$ cat src/design/x86ild_pkg.sv
// Package with the opcode classes, decode record and length helpers of the length decoder.
`default_nettype none
package x86ild_pkg;

  localparam int unsigned AddrW  = 32;
  localparam int unsigned LenW   = 4;
  localparam int unsigned IdxW   = 6;
  localparam int unsigned ClassW = 5;

  localparam logic [AddrW-1:0] RegionStartReset = 32'h0000_7C00;

  typedef enum logic [ClassW-1:0] {
    CLS_DB         = 5'd0,
    CLS_SINGLE     = 5'd1,
    CLS_SHORT_BR   = 5'd2,
    CLS_PUSH_IMM32 = 5'd3,
    CLS_PUSH_IMM8  = 5'd4,
    CLS_CALL_REL32 = 5'd5,
    CLS_JMP_REL32  = 5'd6,
    CLS_INT        = 5'd7,
    CLS_ALU_IMM    = 5'd8,
    CLS_INC        = 5'd9,
    CLS_DEC        = 5'd10,
    CLS_MOV_R8_IMM = 5'd11,
    CLS_MOV_R32_IMM = 5'd12,
    CLS_MOV_MODRM  = 5'd13,
    CLS_TWO_BYTE   = 5'd14,
    CLS_MOV_MOFFS  = 5'd15,
    CLS_MOV_RM_IMM = 5'd16
  } instr_class_e;

  typedef struct packed {
    instr_class_e           cls;
    logic [IdxW-1:0]        idx;
    logic [LenW-1:0]        len;
  } op_info_t;

  localparam logic [7:0] OpTwoByte  = 8'h0F;
  localparam logic [7:0] OpPush32   = 8'h68;
  localparam logic [7:0] OpPush8    = 8'h6A;
  localparam logic [7:0] OpCall     = 8'hE8;
  localparam logic [7:0] OpJmp      = 8'hE9;
  localparam logic [7:0] OpJmpShort = 8'hEB;
  localparam logic [7:0] OpInt      = 8'hCD;
  localparam logic [7:0] OpMovRmImm8  = 8'hC6;
  localparam logic [7:0] OpMovRmImm32 = 8'hC7;
  localparam logic [7:0] OpShld     = 8'hA4;
  localparam logic [7:0] OpShldCl   = 8'hA5;
  localparam logic [7:0] AluMask    = 8'hFC;
  localparam logic [7:0] AluBase    = 8'h80;

  // Extra displacement bytes implied by the mod field of a ModRM byte.
  function automatic logic [LenW-1:0] mod_extra(input logic [7:0] modrm);
    logic [LenW-1:0] extra;
    begin
      case (modrm[7:6])
        2'd1:    extra = LenW'(1);
        2'd2:    extra = LenW'(2);
        default: extra = '0;
      endcase
      return extra;
    end
  endfunction

endpackage
`default_nettype wire

$ cat src/design/x86ild_classify.sv
// Opcode classifier: class, list position and base length of a first byte.
`default_nettype none
module x86ild_classify (
  input  logic [7:0]          op_i,
  output x86ild_pkg::op_info_t info_o
);
  import x86ild_pkg::*;

  always_comb begin
    info_o.cls = CLS_DB;
    info_o.idx = '0;
    info_o.len = LenW'(1);
    case (op_i) inside
      [8'h50:8'h5F], 8'h60, 8'h61, 8'h90, 8'h9C, 8'h9D, 8'hC3, 8'hCB, 8'hCC, 8'hCF,
      8'hF4, 8'hF5, [8'hF8:8'hFD]: begin
        info_o.cls = CLS_SINGLE;
        info_o.len = LenW'(1);
        case (op_i) inside
          [8'h50:8'h5F]: info_o.idx = IdxW'(op_i[3:0]);
          8'h60:         info_o.idx = IdxW'(16);
          8'h61:         info_o.idx = IdxW'(17);
          8'h90:         info_o.idx = IdxW'(18);
          8'h9C:         info_o.idx = IdxW'(19);
          8'h9D:         info_o.idx = IdxW'(20);
          8'hC3:         info_o.idx = IdxW'(21);
          8'hCB:         info_o.idx = IdxW'(22);
          8'hCC:         info_o.idx = IdxW'(23);
          8'hCF:         info_o.idx = IdxW'(24);
          8'hF4:         info_o.idx = IdxW'(25);
          8'hF5:         info_o.idx = IdxW'(26);
          default:       info_o.idx = IdxW'(op_i[2:0]) + IdxW'(27);
        endcase
      end
      [8'h70:8'h7F], [8'hE0:8'hE3], OpJmpShort: begin
        info_o.cls = CLS_SHORT_BR;
        info_o.len = LenW'(2);
        case (op_i) inside
          [8'h70:8'h7F]: info_o.idx = IdxW'(op_i[3:0]);
          [8'hE0:8'hE3]: info_o.idx = IdxW'(op_i[1:0]) + IdxW'(16);
          default:       info_o.idx = IdxW'(20);
        endcase
      end
      OpPush32: begin
        info_o.cls = CLS_PUSH_IMM32;
        info_o.len = LenW'(5);
      end
      OpPush8: begin
        info_o.cls = CLS_PUSH_IMM8;
        info_o.len = LenW'(2);
      end
      OpCall: begin
        info_o.cls = CLS_CALL_REL32;
        info_o.len = LenW'(5);
      end
      OpJmp: begin
        info_o.cls = CLS_JMP_REL32;
        info_o.len = LenW'(5);
      end
      OpInt: begin
        info_o.cls = CLS_INT;
        info_o.len = LenW'(2);
      end
      [8'h80:8'h83]: begin
        info_o.cls = CLS_ALU_IMM;
        info_o.len = op_i[0] ? LenW'(6) : LenW'(3);
      end
      [8'h40:8'h47]: info_o.cls = CLS_INC;
      [8'h48:8'h4F]: info_o.cls = CLS_DEC;
      [8'hB0:8'hB7]: begin
        info_o.cls = CLS_MOV_R8_IMM;
        info_o.len = LenW'(2);
      end
      [8'hB8:8'hBF]: begin
        info_o.cls = CLS_MOV_R32_IMM;
        info_o.len = LenW'(5);
      end
      [8'h88:8'h8B]: begin
        info_o.cls = CLS_MOV_MODRM;
        info_o.len = LenW'(2);
      end
      OpTwoByte: begin
        info_o.cls = CLS_TWO_BYTE;
        info_o.len = LenW'(2);
      end
      8'hA0, 8'hA2: begin
        info_o.cls = CLS_MOV_MOFFS;
        info_o.len = LenW'(2);
      end
      8'hA1, 8'hA3: begin
        info_o.cls = CLS_MOV_MOFFS;
        info_o.len = LenW'(5);
      end
      OpMovRmImm8, OpMovRmImm32: begin
        info_o.cls = CLS_MOV_RM_IMM;
        info_o.len = LenW'(3);
      end
      default: begin
        info_o.cls = CLS_DB;
        info_o.len = LenW'(1);
      end
    endcase
  end

endmodule
`default_nettype wire

$ cat src/design/x86_instruction_length_decoder_top.sv
// Top level of the streaming instruction length decoder with its result register.
`default_nettype none
// One code byte is taken per request, and a new request can be taken in every cycle. An
// instruction's result appears in the result register in the cycle after the request that
// carries its last byte (or the byte marked as region end); the single result register is
// what lies between the two, and input stalls only while that register holds a result
// that is itself stalled. No clearing pass follows reset.
module x86_instruction_length_decoder_top (
  input  logic        clk_i,
  input  logic        rst_ni,
  input  logic        cfg_we_i,
  input  logic [31:0] cfg_wdata_i,
  input  logic        in_valid_i,
  output logic        in_stall_o,
  input  logic [7:0]  code_byte_i,
  input  logic        region_end_i,
  output logic        out_valid_o,
  input  logic        out_stall_i,
  output logic [31:0] instr_address_o,
  output logic [3:0]  instr_length_o,
  output logic [7:0]  opcode_value_o,
  output logic [4:0]  instr_class_o,
  output logic [5:0]  list_index_o,
  output logic        target_valid_o,
  output logic [31:0] branch_target_o,
  output logic [7:0]  int_vector_o,
  output logic        clipped_o
);
  import x86ild_pkg::*;

  logic [AddrW-1:0] region_start_q;
  logic [AddrW-1:0] next_addr_q, next_addr_d;
  logic             fresh_q, fresh_d;
  logic [AddrW-1:0] instr_start_q;
  logic [LenW-1:0]  held_q, held_d;
  logic [LenW-1:0]  need_q, need_d;
  logic [7:0]       first_q;
  logic [7:0]       second_q;
  logic [AddrW-1:0] disp_q;
  logic             out_valid_q, out_valid_d;

  logic             accept;
  logic [AddrW-1:0] addr_cur, start_cur, disp_cur, offset, target;
  logic [7:0]       op_cur, second_cur;
  logic [LenW-1:0]  need_cur, held_new, tgt_len;
  logic             done, clip, is_short, is_rel32;
  op_info_t         info;

  x86ild_classify u_classify (
    .op_i   (op_cur),
    .info_o (info)
  );

  assign accept     = in_valid_i && !in_stall_o;
  assign in_stall_o = out_valid_q && out_stall_i;

  assign addr_cur   = fresh_q ? region_start_q : next_addr_q;
  assign start_cur  = (held_q == '0) ? addr_cur : instr_start_q;
  assign op_cur     = (held_q == '0) ? code_byte_i : first_q;
  assign second_cur = (held_q == LenW'(1)) ? code_byte_i : second_q;
  assign held_new   = held_q + LenW'(1);

  always_comb begin
    need_cur = need_q;
    case (held_q)
      LenW'(0): need_cur = info.len;
      LenW'(1): begin
        if (first_q inside {[8'h88:8'h8B]}) begin
          need_cur = LenW'(2) + mod_extra(code_byte_i);
        end else if (first_q == OpTwoByte) begin
          if (code_byte_i inside {[8'h80:8'h8F], OpShld, OpShldCl}) begin
            need_cur = LenW'(3);
          end
        end else if (first_q == OpMovRmImm8 || first_q == OpMovRmImm32) begin
          need_cur = LenW'(3) + mod_extra(code_byte_i)
                   + ((first_q == OpMovRmImm32) ? LenW'(4) : LenW'(0));
        end
      end
      LenW'(2): begin
        if (first_q == OpTwoByte) begin
          need_cur = LenW'(3) + mod_extra(code_byte_i);
        end
      end
      default: need_cur = need_q;
    endcase
  end

  always_comb begin
    disp_cur = disp_q;
    case (held_q)
      LenW'(0): disp_cur = '0;
      LenW'(1): disp_cur = disp_q | {24'd0, code_byte_i};
      LenW'(2): disp_cur = disp_q | {16'd0, code_byte_i, 8'd0};
      LenW'(3): disp_cur = disp_q | {8'd0, code_byte_i, 16'd0};
      LenW'(4): disp_cur = disp_q | {code_byte_i, 24'd0};
      default:  disp_cur = disp_q;
    endcase
  end

  assign clip     = held_new < need_cur;
  assign done     = !clip || region_end_i;
  assign is_short = (op_cur inside {[8'h70:8'h7F]}) || (op_cur == OpJmpShort);
  assign is_rel32 = (op_cur == OpCall) || (op_cur == OpJmp);
  assign offset   = is_short ? {{24{second_cur[7]}}, second_cur} : disp_cur;
  assign tgt_len  = is_short ? LenW'(2) : LenW'(5);
  assign target   = start_cur + AddrW'(tgt_len) + offset;

  always_comb begin
    next_addr_d = next_addr_q;
    fresh_d     = fresh_q;
    held_d      = held_q;
    need_d      = need_q;
    if (accept) begin
      next_addr_d = addr_cur + AddrW'(1);
      fresh_d     = region_end_i;
      held_d      = done ? '0 : held_new;
      need_d      = done ? '0 : need_cur;
    end
    out_valid_d = out_valid_q && out_stall_i;
    if (accept && done) begin
      out_valid_d = 1'b1;
    end
  end

  always_ff @(posedge clk_i or negedge rst_ni) begin
    if (!rst_ni) begin
      region_start_q <= RegionStartReset;
      next_addr_q    <= '0;
      fresh_q        <= 1'b1;
      held_q         <= '0;
      need_q         <= '0;
      out_valid_q    <= 1'b0;
    end else begin
      if (cfg_we_i) begin
        region_start_q <= cfg_wdata_i;
      end
      next_addr_q <= next_addr_d;
      fresh_q     <= fresh_d;
      held_q      <= held_d;
      need_q      <= need_d;
      out_valid_q <= out_valid_d;
    end
  end

  always_ff @(posedge clk_i) begin
    if (accept) begin
      disp_q <= disp_cur;
      if (held_q == '0) begin
        instr_start_q <= addr_cur;
        first_q       <= code_byte_i;
      end
      if (held_q == LenW'(1)) begin
        second_q <= code_byte_i;
      end
    end
    if (accept && done) begin
      instr_address_o <= start_cur;
      instr_length_o  <= held_new;
      opcode_value_o  <= op_cur;
      instr_class_o   <= info.cls;
      list_index_o    <= info.idx;
      target_valid_o  <= !clip && (is_short || is_rel32);
      branch_target_o <= (!clip && (is_short || is_rel32)) ? target : '0;
      int_vector_o    <= (!clip && op_cur == OpInt) ? second_cur : 8'd0;
      clipped_o       <= clip;
    end
  end

  assign out_valid_o = out_valid_q;

  // An instruction still being collected always needs more bytes than it holds.
  assert property (@(posedge clk_i) disable iff (!rst_ni)
    held_q != '0 |-> held_q < need_q)
    else $error("partial instruction already holds its full length");

  // A region end always closes the instruction and restarts addressing.
  assert property (@(posedge clk_i) disable iff (!rst_ni)
    accept && region_end_i |=> held_q == '0 && fresh_q && out_valid_q)
    else $error("region end did not close the instruction");

  // Clipped instructions carry neither a branch target nor an interrupt vector.
  assert property (@(posedge clk_i) disable iff (!rst_ni)
    out_valid_o && clipped_o |-> !target_valid_o && int_vector_o == 8'd0)
    else $error("clipped instruction reports a target or vector");

  // Length never exceeds the longest form the rules allow.
  assert property (@(posedge clk_i) disable iff (!rst_ni)
    out_valid_o |-> instr_length_o != '0 && instr_length_o <= LenW'(9))
    else $error("instruction length out of range");

endmodule
`default_nettype wire

$ cat config.mk
export PLATFORM = sky130hd
export DESIGN_NAME = x86_instruction_length_decoder_top
export DESIGN_NICKNAME = d
export VERILOG_FILES = /design/src/design/x86ild_pkg.sv /design/src/design/x86ild_classify.sv /design/src/design/x86_instruction_length_decoder_top.sv
export SDC_FILE = /design/constraint.sdc
export NUM_CORES = 1
export LEC_CHECK = 0
export ABC_CLOCK_PERIOD_IN_PS = 6100
export BUFFER_PORTS_ARGS = -buffer_cell sky130_fd_sc_hd__buf_2
export CAP_MARGIN = 20
export CORE_AREA = 2 2 195 149
export DETAILED_ROUTE_END_ITERATION = 6
export DIE_AREA = 0 0 197 151
export PLACE_DENSITY = 0.82
export SLEW_MARGIN = 10
export SYNTH_ARGS = -nofsm -noshare
export SYNTH_HDL_FRONTEND = slang
export SYNTH_SLANG_ARGS = --single-unit
$ cat constraint.sdc
create_clock -name clk_i -period 6.1 [get_ports clk_i]
set_input_delay 0.61 -clock clk_i [delete_from_list [all_inputs] [get_ports clk_i]]
set_output_delay 0.61 -clock clk_i [all_outputs]
set_load 0.05 [all_outputs]
* Word-level counts from Yosys, hierarchy flattened
Cells that the tools add are included.
** Cells by class
- $add $sub $neg :: 10
- Multiplexer cells :: 76
- Eq/ne operators :: 35
- Bitwise gates (word level) :: 4
- Reduce and logical (&&, ||, !) cells :: 34
- Magnitude comparators :: 25
** Operators with widths (count)
- $eq A8 B8 Y1 const B :: 23
- $mux W4 :: 40
- $pmux W32 S5 :: 1
- $mux W32 :: 3
- $mux W6 :: 16
- $ge A8 B8 Y1 const B :: 8
- $le A8 B8 Y1 const B :: 8
- $add A32 B1 Y32 const B :: 1
- $add A32 B3 Y32 :: 1
- $add A32 B32 Y32 :: 1
- $eq A8 B7 Y1 const B :: 4
- $ge A8 B7 Y1 const B :: 4
- $le A8 B7 Y1 const B :: 4
- $or A32 B16 Y32 :: 1
- $or A32 B24 Y32 :: 1
- $or A32 B32 Y32 :: 1
- $or A32 B8 Y32 :: 1
- $reduce_or A32 Y1 :: 1
- $mux W3 :: 7
- $reduce_or A21 Y1 :: 1
- $logic_and A1 B1 Y1 :: 17
- $reduce_or A17 Y1 :: 1
- $eq A8 B4 Y1 const B :: 2
- $mux W8 :: 2
- other kinds (23) :: 35
** Storage, ports and cells
- Register bits after elaboration :: 251
- Bits of input ports :: 46
- Logic and storage cells :: 206
- Output and inout bits :: 99

* Depth between registers and ports, before layout
Gate-level depths: netlist of the first run.
- Depth in word-level cells :: 27
- Depth in mapped cells :: 25
- Mapped depth without buffers :: 21

* Cells and area by module
From an unflattened synthesis of the first run, not the netlist that was laid out.
** Second synthesis, totals
- Cell total of the unflattened synthesis :: 1357
- Area total of the unflattened synthesis :: 14481.4 um2
** Modules (own cells, without submodules)
- x86_instruction_length_decoder_top :: area each 13487.9 um2, times used 1, cells each 1198, sequential area each 7174.4 um2
- x86ild_classify :: area each 993.5 um2, times used 1, cells each 159, sequential area each 0.0 um2

* Worst setup path before layout of the first run
OpenSTA, ideal clock, no wires.
- Path kind :: register -> register
- From :: register out_valid_q (netlist: out_valid_o)
- To :: register branch_target_o[0] (enable)
- Setup time :: 467 ps
- Clock period less this slack :: 6362 ps
- Setup slack :: -262 ps
- Buffers on the path :: 1
- Arrival time :: 5896 ps
- Cell stages (with the launch flop) :: 6
- Cell sequence :: dfrtp_1 > nand2_1 > nand2_1 > inv_1 > buf_1 > and2_1
** Between the ends
- Cells in the longest elaborated chain, start to end :: 4
** RTL lines
- start: declaration :: line x86_instruction_length_decoder_top.sv:40 : logic out_valid_q, out_valid_d;
- start signal: assignment :: line x86_instruction_length_decoder_top.sv:141 : out_valid_q <= out_valid_d;
- $logic_and A1 B1 Y1 :: line x86_instruction_length_decoder_top.sv:55 : assign in_stall_o = out_valid_q && out_stall_i;
- $logic_not A1 Y1 :: line x86_instruction_length_decoder_top.sv:54 : assign accept = in_valid_i && !in_stall_o;
- $logic_and A1 B1 Y1 :: line x86_instruction_length_decoder_top.sv:54
- via accept :: line x86_instruction_length_decoder_top.sv:42 : logic accept;
- $logic_and A1 B1 Y1 :: line x86_instruction_length_decoder_top.sv:156 : if (accept && done) begin
- end signal: assignment :: line x86_instruction_length_decoder_top.sv:163 : branch_target_o <= (!clip && (is_short || is_rel32)) ? target : '0;
- end: declaration :: line x86_instruction_length_decoder_top.sv:25 : output logic [31:0] branch_target_o,
The timed path passes the listed nets, and every way through them passes these cells.
A chain may end at the register's enable or synchronous reset.

* Final worst setup path of the first run
- From :: register held_q[0]
- To :: register branch_target_o[29], data pin
** RTL lines
- start: declaration :: line x86_instruction_length_decoder_top.sv:35 : logic [LenW-1:0] held_q, held_d;
- start signal: assignment :: line x86_instruction_length_decoder_top.sv:139 : held_q <= held_d;
- $add A4 B1 Y4 :: line x86_instruction_length_decoder_top.sv:61 : assign held_new = held_q + LenW'(1);
- via held_new[0] :: line x86_instruction_length_decoder_top.sv:45 : logic [LenW-1:0] need_cur, held_new, tgt_len;
- $lt A4 B4 Y1 :: line x86_instruction_length_decoder_top.sv:100 : assign clip = held_new < need_cur;
- $logic_not A1 Y1 :: line x86_instruction_length_decoder_top.sv:163
- $logic_and A1 B1 Y1 :: line x86_instruction_length_decoder_top.sv:163
The timed path passes the listed nets, and every way through them passes these cells.

==> results of run 1 <==
-- power breakdown --
group	internal, uW	switching (uW)
Combinational	2110	4200
Sequential	2650	303
Clock	939	693
Total	5700	5190
-- cells by family (layout without fill, tap and decap cells) --
| logic type | Yosys count | in the layout |
|---|---|---|
| and+or+nand+nor | 435 | 435 |
| buffers and inverters | 129 | 280 |
| muxes | 85 | 85 |
| adders and majority gates | 73 | 73 |
| AOI/OAI and AO/OA | 375 | 375 |
| DFF | 251 | 251 |
| xor gates and xnor gates | 54 | 54 |
-- flip-flops by register name (all words and copies together) (netlist names), 4 cells and up --
name,count
int_vector_o,8
branch_target_o,32
instr_address_o,32
instr_class_o,5
held_q,4
first_q,8
opcode_value_o,8
region_start_q,32
list_index_o,6
second_q,8
instr_start_q,32
disp_q,32
need_q,4
next_addr_q,32
instr_length_o,4
-- metrics by stage --
stage               instance area, um^2  hold WS [ps]
floorplan                         14800           314
global placement                  16000           456
detailed placement                16000           467
CTS                               16800           234
global route                      16800           283
finish                            16800           207
-- routing by layer --
| layer | global-route usage (%) | vias to the layer above | part of all wire [%] | wire [um] |
|---|---|---|---|---|
| li1 | - | 5502 | - | - |
| met1 | 42.6 | 5707 | 46 | 19000 |
| met2 | 37.9 | 661 | 40 | 16600 |
| met3 | 7.24 | 106 | 11 | 4370 |
| met4 | 8.38 | 0 | 3.3 | 1370 |
| met5 | 0 | - | 0 | 0 |
-- layout by cell type, fill, tap and decap left out, drive strengths merged, types with 31 or more instances in the layout --
master / instances
buf: 181
edfxtp: 177
nand2: 124
nor2: 99
a21oi: 99
o21ai: 92
ha: 69
dfrtp: 68
inv: 51
mux2i: 44
mux2: 41
nand3: 31
-- cell type report --
type | count | share of cell area (%)
Tap cell | 357 | 2.66
Clock buffer | 30 | 4.08
Multi-Input combinational cell | 1022 | 42.3
Sequential cell | 251 | 42.7
Clock inverter | 19 | 1.06
Inverter | 50 | 1.12
Timing Repair Buffer | 181 | 6.10
-- worst max-delay path by stage --
| stage | startpoint | to | slack, ps | depth (start not counted) |
|---|---|---|---|---|
| 2_1_floorplan | out_valid_o$_DFF_PN0_ | branch_target_o[0]$_SDFFCE_PN0P_ | 650 | 5 |
| 3_5_place_dp | held_q[0]$_DFFE_PN0P_ | branch_target_o[29]$_SDFFCE_PN0P_ | 400 | 18 |
| 6_report | held_q[0]$_DFFE_PN0P_ | branch_target_o[29]$_SDFFCE_PN0P_ | 420 | 18 |
| 5_1_grt | held_q[0]$_DFFE_PN0P_ | branch_target_o[29]$_SDFFCE_PN0P_ | 100 | 19 |
| 4_1_cts | held_q[0]$_DFFE_PN0P_ | branch_target_o[29]$_SDFFCE_PN0P_ | 380 | 18 |
| 3_3_place_gp | held_q[0]$_DFFE_PN0P_ | branch_target_o[29]$_SDFFCE_PN0P_ | 660 | 18 |
-- what timing repair did --
action / in CTS / in global routing
endpoints found under the hold margin: 0 / 0
gates resized for setup: 0 / 1
setup endpoints to repair: 0 / 1
==> results by group, run 1 <==
Cells and area
  – Diode count: 0
  – Area of the multi-input gates: 7110 um^2
  – Ratio of cells with drive above 1 in the final layout: 20.4%
  – Final net count: 1652
  – FILL cells: 2206
  – Finished Layout Cells: 1910
  – Register cell area after layout: 7180 um^2
  – Area growth syn-to-layout: 13.5%
  – Layout Utilization: 60.7%

Setup path
  – Critical path's top delay family: compound AO/OA/AOI/OAI gates
  – Crit path kind: flop to flop
  – Slowest CP cell: or3b_4
  – Worst Path Buf+Inv: 2
  – CP peak stage delay: 540 ps
  – Worst reg2reg setup slack: 420 ps
  – RR Endpoint: branch_target_o[29]$_SDFFCE_PN0P_
  – Crit path capture type: flop
  – R2r startpoint: held_q[0]$_DFFE_PN0P_
  – Req. time, crit path: 6410 ps
  – Reg2Reg Depth: 18
  – Worst-path maximum fanout: 25
  – Cells along the critical path: inv_1 -> ha_1 -> or3b_4 -> mux2i_4 -> a2111o_1 -> nand2_2 -> buf_4 -> o31ai_1 -> ha_1 -> ha_1 -> a21oi_1 -> o21ai_0 -> o221a_2 -> or3b_2 -> o21ai_0 -> o21bai_1 -> xnor2_1 -> nor2_1
  – Arr. time, crit path: 5980 ps
  – Most used cell, CP: ha_1
  – Critical Path Source Type: flop

Route
  – DRC Markers: 0
  – DR pass1 iterations: 6
  – Detailed router's first-iteration violation count: 1775
  – Vias: 12000
  – Vias per Instance: 6.27
  – Routed WL: 41400 um
  – Antenna-violating nets left: 0
  – WL/cell: 21.7 um

Timing
  – Fmax: 176 MHz
  – Max-slew headroom: 36.5%
  – Final worst slack: 423 ps
  – Tcrit/Tclk final: 93.1%
  – Setup violators final: 0
  – Minimum clock period: 5680 ps
  – Worst-margin pin slew: 953 ps
  – Final Hold Vio Count: 0
  – Worst Skew: 18.8 ps
  – Pins over their slew limit: 0
  – Setup TNS: 0 ps
  – RSZ-0062 raised after global routing: false

Yosys
  – Post-synthesis adder-cell area fraction: 6.37%
  – Post-synth top area cell: edfxtp_1
  – Compound-cell area share of the yosys netlist: 16.9%
  – Yosys warning count: 0
  – Synth Instances: 1402
  – Post-synth EDFFs: 177
  – Largest family of logic cells by synthesized area: compound AO/OA/AOI/OAI gates
  – Share of the synthesized area in the top cell type: 35.9%
  – Post-synthesis simple-gate area fraction: 15.2%
  – Post-Syn Area: 14800 um^2
  – Sequential element share of the synthesized area: 48.4%
  – Syn Nets: 1521
  – Mux share of post-synthesis cell area: 6.20%
  – Syn Area/Cell: 10.6 um^2
  – Netlist cell types: 95
  – Count leader, synth: edfxtp_1
  – #FFs+latches synth: 251
  – Synth Flop Type: edfxtp_1
  – Synth top area cells: edfxtp_1 36%, dfrtp_1 11%, ha_1 5.8%
  – Post-synthesis async set-or-reset flop share: 29.5%
  – Post-synth top cells: 177 x edfxtp_1, 124 x nand2_1, 99 x nor2_1
  – Post-Synth XOR/XNOR Area: 3.19%

Die
  – Starting density of the core: 53.5%
  – IO Pins: 145
  – Row count: 53
  – Horiz. Die Dim: 197 um
  – Die Y: 151 um
  – Core footprint: 27700 um^2
  – DIE AREA: 29700 um^2

Clock tree
  – Root Buffer: clkbuf_16
  – Setup repair bufs after CTS: 0
  – CTS H-Tree Depth: 1
  – Worst-skew pair later-pin latency: 560 ps
  – Cts bufs inserted: 27
  – Clock Tree Buf Depth: 3
  – TritonCTS clock tree: yes
  – Total clock sinks: 251
  – CTS clock-pin slew for the worst setup and hold paths: 60 ps
  – Hold-fix buffers, CTS: 0

Place
  – DP Worst Slack: 403 ps
  – GP Congestion: 1.03
  – Estimated wirelength of the detail-placed design: 29500 um
  – DP Cell Count: 1861
  – PortBufs: 144

Global routing
  – Initial antenna violation count: 0
  – Vias in the first global route: 11100
  – Overflow after GRT: 0
  – Gr usage total: 27.7%
  – First-pass GRT wire length: 63900 um
  – Largest net degree at the start of global routing: 75

Power and ir drop
  – P_leak: 0.00674 uW
  – Total power: 10900 uW
  – Pwr/cell area: 648 nW/um^2
  – VDD IR max: 0.320 mV

Worst hold path
  – Worst Hold Class: primary input to asynchronous set/reset pin

Run
  – Maxcap violations: 0

Status
  – Status: finished, final reports clean
Note: power is estimated with default switching activity, not from simulation.
==> inputs of run 2 (changes only) <==
--- a/config.mk
+++ b/config.mk
@@ -8,10 +8,11 @@
 export ABC_CLOCK_PERIOD_IN_PS = 6100
 export BUFFER_PORTS_ARGS = -buffer_cell sky130_fd_sc_hd__buf_2
 export CAP_MARGIN = 20
-export CORE_AREA = 2 2 195 149
+export CORE_AREA = 2 2 189 154
 export DETAILED_ROUTE_END_ITERATION = 6
-export DIE_AREA = 0 0 197 151
+export DIE_AREA = 0 0 191 156
 export PLACE_DENSITY = 0.82
+export SETUP_SLACK_MARGIN = 0.2
 export SLEW_MARGIN = 10
 export SYNTH_ARGS = -nofsm -noshare
 export SYNTH_HDL_FRONTEND = slang
==> results by group, run 2 (synthesized netlist as in run 1, its figures left out) <==
Global routing
  – Initial antenna violation count: 0 (unchanged)
  – Vias in the first global route: 11200 (was 11100)
  – Overflow after GRT: 0 (unchanged)
  – Gr usage total: 27.6% (was 27.7%)
  – Largest net degree at the start of global routing: 79 (was 75)
  – First-pass GRT wire length: 63900 um (about the same)

Route
  – Antenna-violating nets left: 0 (unchanged)
  – WL/cell: 21.6 um (was 21.7 um)
  – Detailed router's first-iteration violation count: 1276 (was 1775)
  – DR pass1 iterations: 7 (was 6)
  – Vias per Instance: 6.23 (was 6.27)
  – Routed WL: 41300 um (was 41400 um)
  – Vias: 12000 (about the same)
  – DRC Markers: 0 (unchanged)

Clock tree
  – Setup repair bufs after CTS: 0 (unchanged)
  – Total clock sinks: 251 (unchanged)
  – Post-CTS sizing: 0 (unchanged)
  – Root Buffer: clkbuf_16 (unchanged)
  – Worst-skew pair later-pin latency: 540 ps (was 560 ps)
  – TritonCTS clock tree: yes (unchanged)
  – Cts bufs inserted: 27 (unchanged)
  – CTS clock-pin slew for the worst setup and hold paths: 60 ps (about the same)
  – Clock Tree Buf Depth: 3 (unchanged)
  – Hold-fix buffers, CTS: 0 (unchanged)
  – CTS H-Tree Depth: 1 (unchanged)

Die
  – Core footprint: 27900 um^2 (was 27700 um^2)
  – Die Y: 156 um (was 151 um)
  – Row count: 55 (was 53)
  – Horiz. Die Dim: 191 um (was 197 um)
  – IO Pins: 145 (unchanged)
  – Starting density of the core: 53.2% (was 53.5%)
  – DIE AREA: 29800 um^2 (was 29700 um^2)

Timing
  – Final worst slack: 558 ps (was 423 ps)
  – Fmax: 180 MHz (was 176 MHz)
  – Setup TNS: 0 ps (unchanged)
  – RSZ-0062 raised after global routing: false (unchanged)
  – Minimum clock period: 5540 ps (was 5680 ps)
  – Worst-margin pin slew: 1070 ps (was 953 ps)
  – Setup violators final: 0 (unchanged)
  – Max-slew headroom: 28.7% (was 36.5%)
  – Pins over their slew limit: 0 (unchanged)
  – Final Hold Vio Count: 0 (unchanged)
  – Tcrit/Tclk final: 90.9% (was 93.1%)
  – Worst Skew: 16.6 ps (was 18.8 ps)

Setup path
  – Slowest CP cell: or3b_4 (unchanged)
  – Worst Path Buf+Inv: 2 (unchanged)
  – Cells along the critical path: inv_1 -> ha_1 -> or3b_4 -> mux2i_4 -> a2111o_1 -> nand2_2 -> a21oi_1 -> fa_1 -> ha_1 -> inv_1 -> fa_1 -> nor2b_1 -> o31a_1 -> o21bai_1 -> a21oi_2 -> o21a_1 -> a21oi_1 -> or3_1 -> a31oi_1 (was inv_1 -> ha_1 -> or3b_4 -> mux2i_4 -> a2111o_1 -> nand2_2 -> buf_4 -> o31ai_1 -> ha_1 -> ha_1 -> a21oi_1 -> o21ai_0 -> o221a_2 -> or3b_2 -> o21ai_0 -> o21bai_1 -> xnor2_1 -> nor2_1)
  – Crit path capture type: flop (unchanged)
  – Crit path kind: flop to flop (unchanged)
  – Worst reg2reg setup slack: 560 ps (was 420 ps)
  – CP peak stage delay: 530 ps (was 540 ps)
  – Worst-path maximum fanout: 17 (was 25)
  – Critical path's top delay family: compound AO/OA/AOI/OAI gates (unchanged)
  – Req. time, crit path: 6490 ps (was 6410 ps)
  – Critical Path Source Type: flop (unchanged)
  – Arr. time, crit path: 5930 ps (was 5980 ps)

Cells and area
  – Ratio of cells with drive above 1 in the final layout: 20.1% (was 20.4%)
  – Most common cell after layout, fill and taps aside: edfxtp_1 (unchanged)
  – Finished Layout Cells: 1918 (was 1910)
  – Final net count: 1648 (was 1652)
  – Design area: 16700 um^2 (was 16800 um^2)
  – Most frequent cells in the layout: 177 x edfxtp_1, 143 x buf_2, 122 x nand2_1 (unchanged)
  – Area growth syn-to-layout: 13.0% (was 13.5%)
  – Diode count: 0 (unchanged)

Run
  – Maxcap violations: 0 (unchanged)

Place
  – Estimated wirelength of the detail-placed design: 29700 um (was 29500 um)
  – DP Cell Count: 1870 (was 1861)
  – GP Congestion: 0.999 (was 1.03)
  – DP Worst Slack: 391 ps (was 403 ps)
  – PortBufs: 144 (unchanged)
  – DP Area: 15900 um^2 (was 16000 um^2)

Power and ir drop
  – P_leak: 0.00667 uW (was 0.00674 uW)
  – Pwr/cell area: 637 nW/um^2 (was 648 nW/um^2)
  – VDD IR max: 0.353 mV (was 0.320 mV)
  – Total power: 10700 uW (was 10900 uW)

Status
  – Status: finished, final reports clean (unchanged)

Worst hold path
  – Worst Hold Class: primary input to asynchronous set/reset pin (unchanged)
[run 2: cell count changes in the layout (fill, tap and decap cells not counted), sizes merged]
cell and delta:
inv -1, buf -4, clkbuf +1, clkinvlp +3, clkinv -1, bufinv -3
[run 2: report_power, final]
group / internal (uW) / switching [uW] / total (uW)
Sequential: 2650 / 283 / 2930
Clock: 808 / 675 / 1480
Combinational: 2090 / 4160 / 6250
[run 2: final cells by class]
cell class	count	area, um^2
flip-flops and latches	251	7180
multi-input cells	1022	7120
clock inverters	17	90.1
fillers	2273	11100
well taps	370	463
repair buffers	177	1010
clock buffers	31	691
inverters	50	189
[run 2: routing by layer]
layer | share of wire (%) | GRT usage [%] | vias up
met5 | 0 | 0 | -
met4 | 2.4 | 7.75 | 0
met3 | 11 | 6.88 | 74
met2 | 42 | 39.3 | 638
met1 | 45 | 41.6 | 5752
li1 | - | - | 5494
[run 2: path summary, 6_finish.rpt]
path / start / to / cells after the start
max reg2reg: held_q[0]$_DFFE_PN0P_ / branch_target_o[23]$_SDFFCE_PN0P_ / 19
min in group clk_i: cfg_wdata_i[22] / region_start_q[22]$_DFFE_PN0P_ / 2
max: held_q[0]$_DFFE_PN0P_ / branch_target_o[23]$_SDFFCE_PN0P_ / 19
min: rst_ni / region_start_q[16]$_DFFE_PN0P_ / 1
min reg2reg: next_addr_q[12]$_DFFE_PN0P_ / next_addr_q[12]$_DFFE_PN0P_ / 2
max in group asynchronous: rst_ni / next_addr_q[23]$_DFFE_PN0P_ / 1
[run 2: stage by stage]
step	hold slack [ps]	utilization, %
3_5_place_dp	469	57.2
2_1_floorplan	314	-
5_1_grt	289	60.1
6_report	216	60.1
4_1_cts	252	60.0
3_3_place_gp	458	57.2
[run 2: worst reg2reg max path: cells and delay by family (launching register included)]
kind / cells / cell delay [ps]
compound gates: 8 / 1730
buf+inv: 2 / 230
flops: 1 / 410
fa+ha+maj: 4 / 1320
simple gates: 4 / 1400
mux: 1 / 290
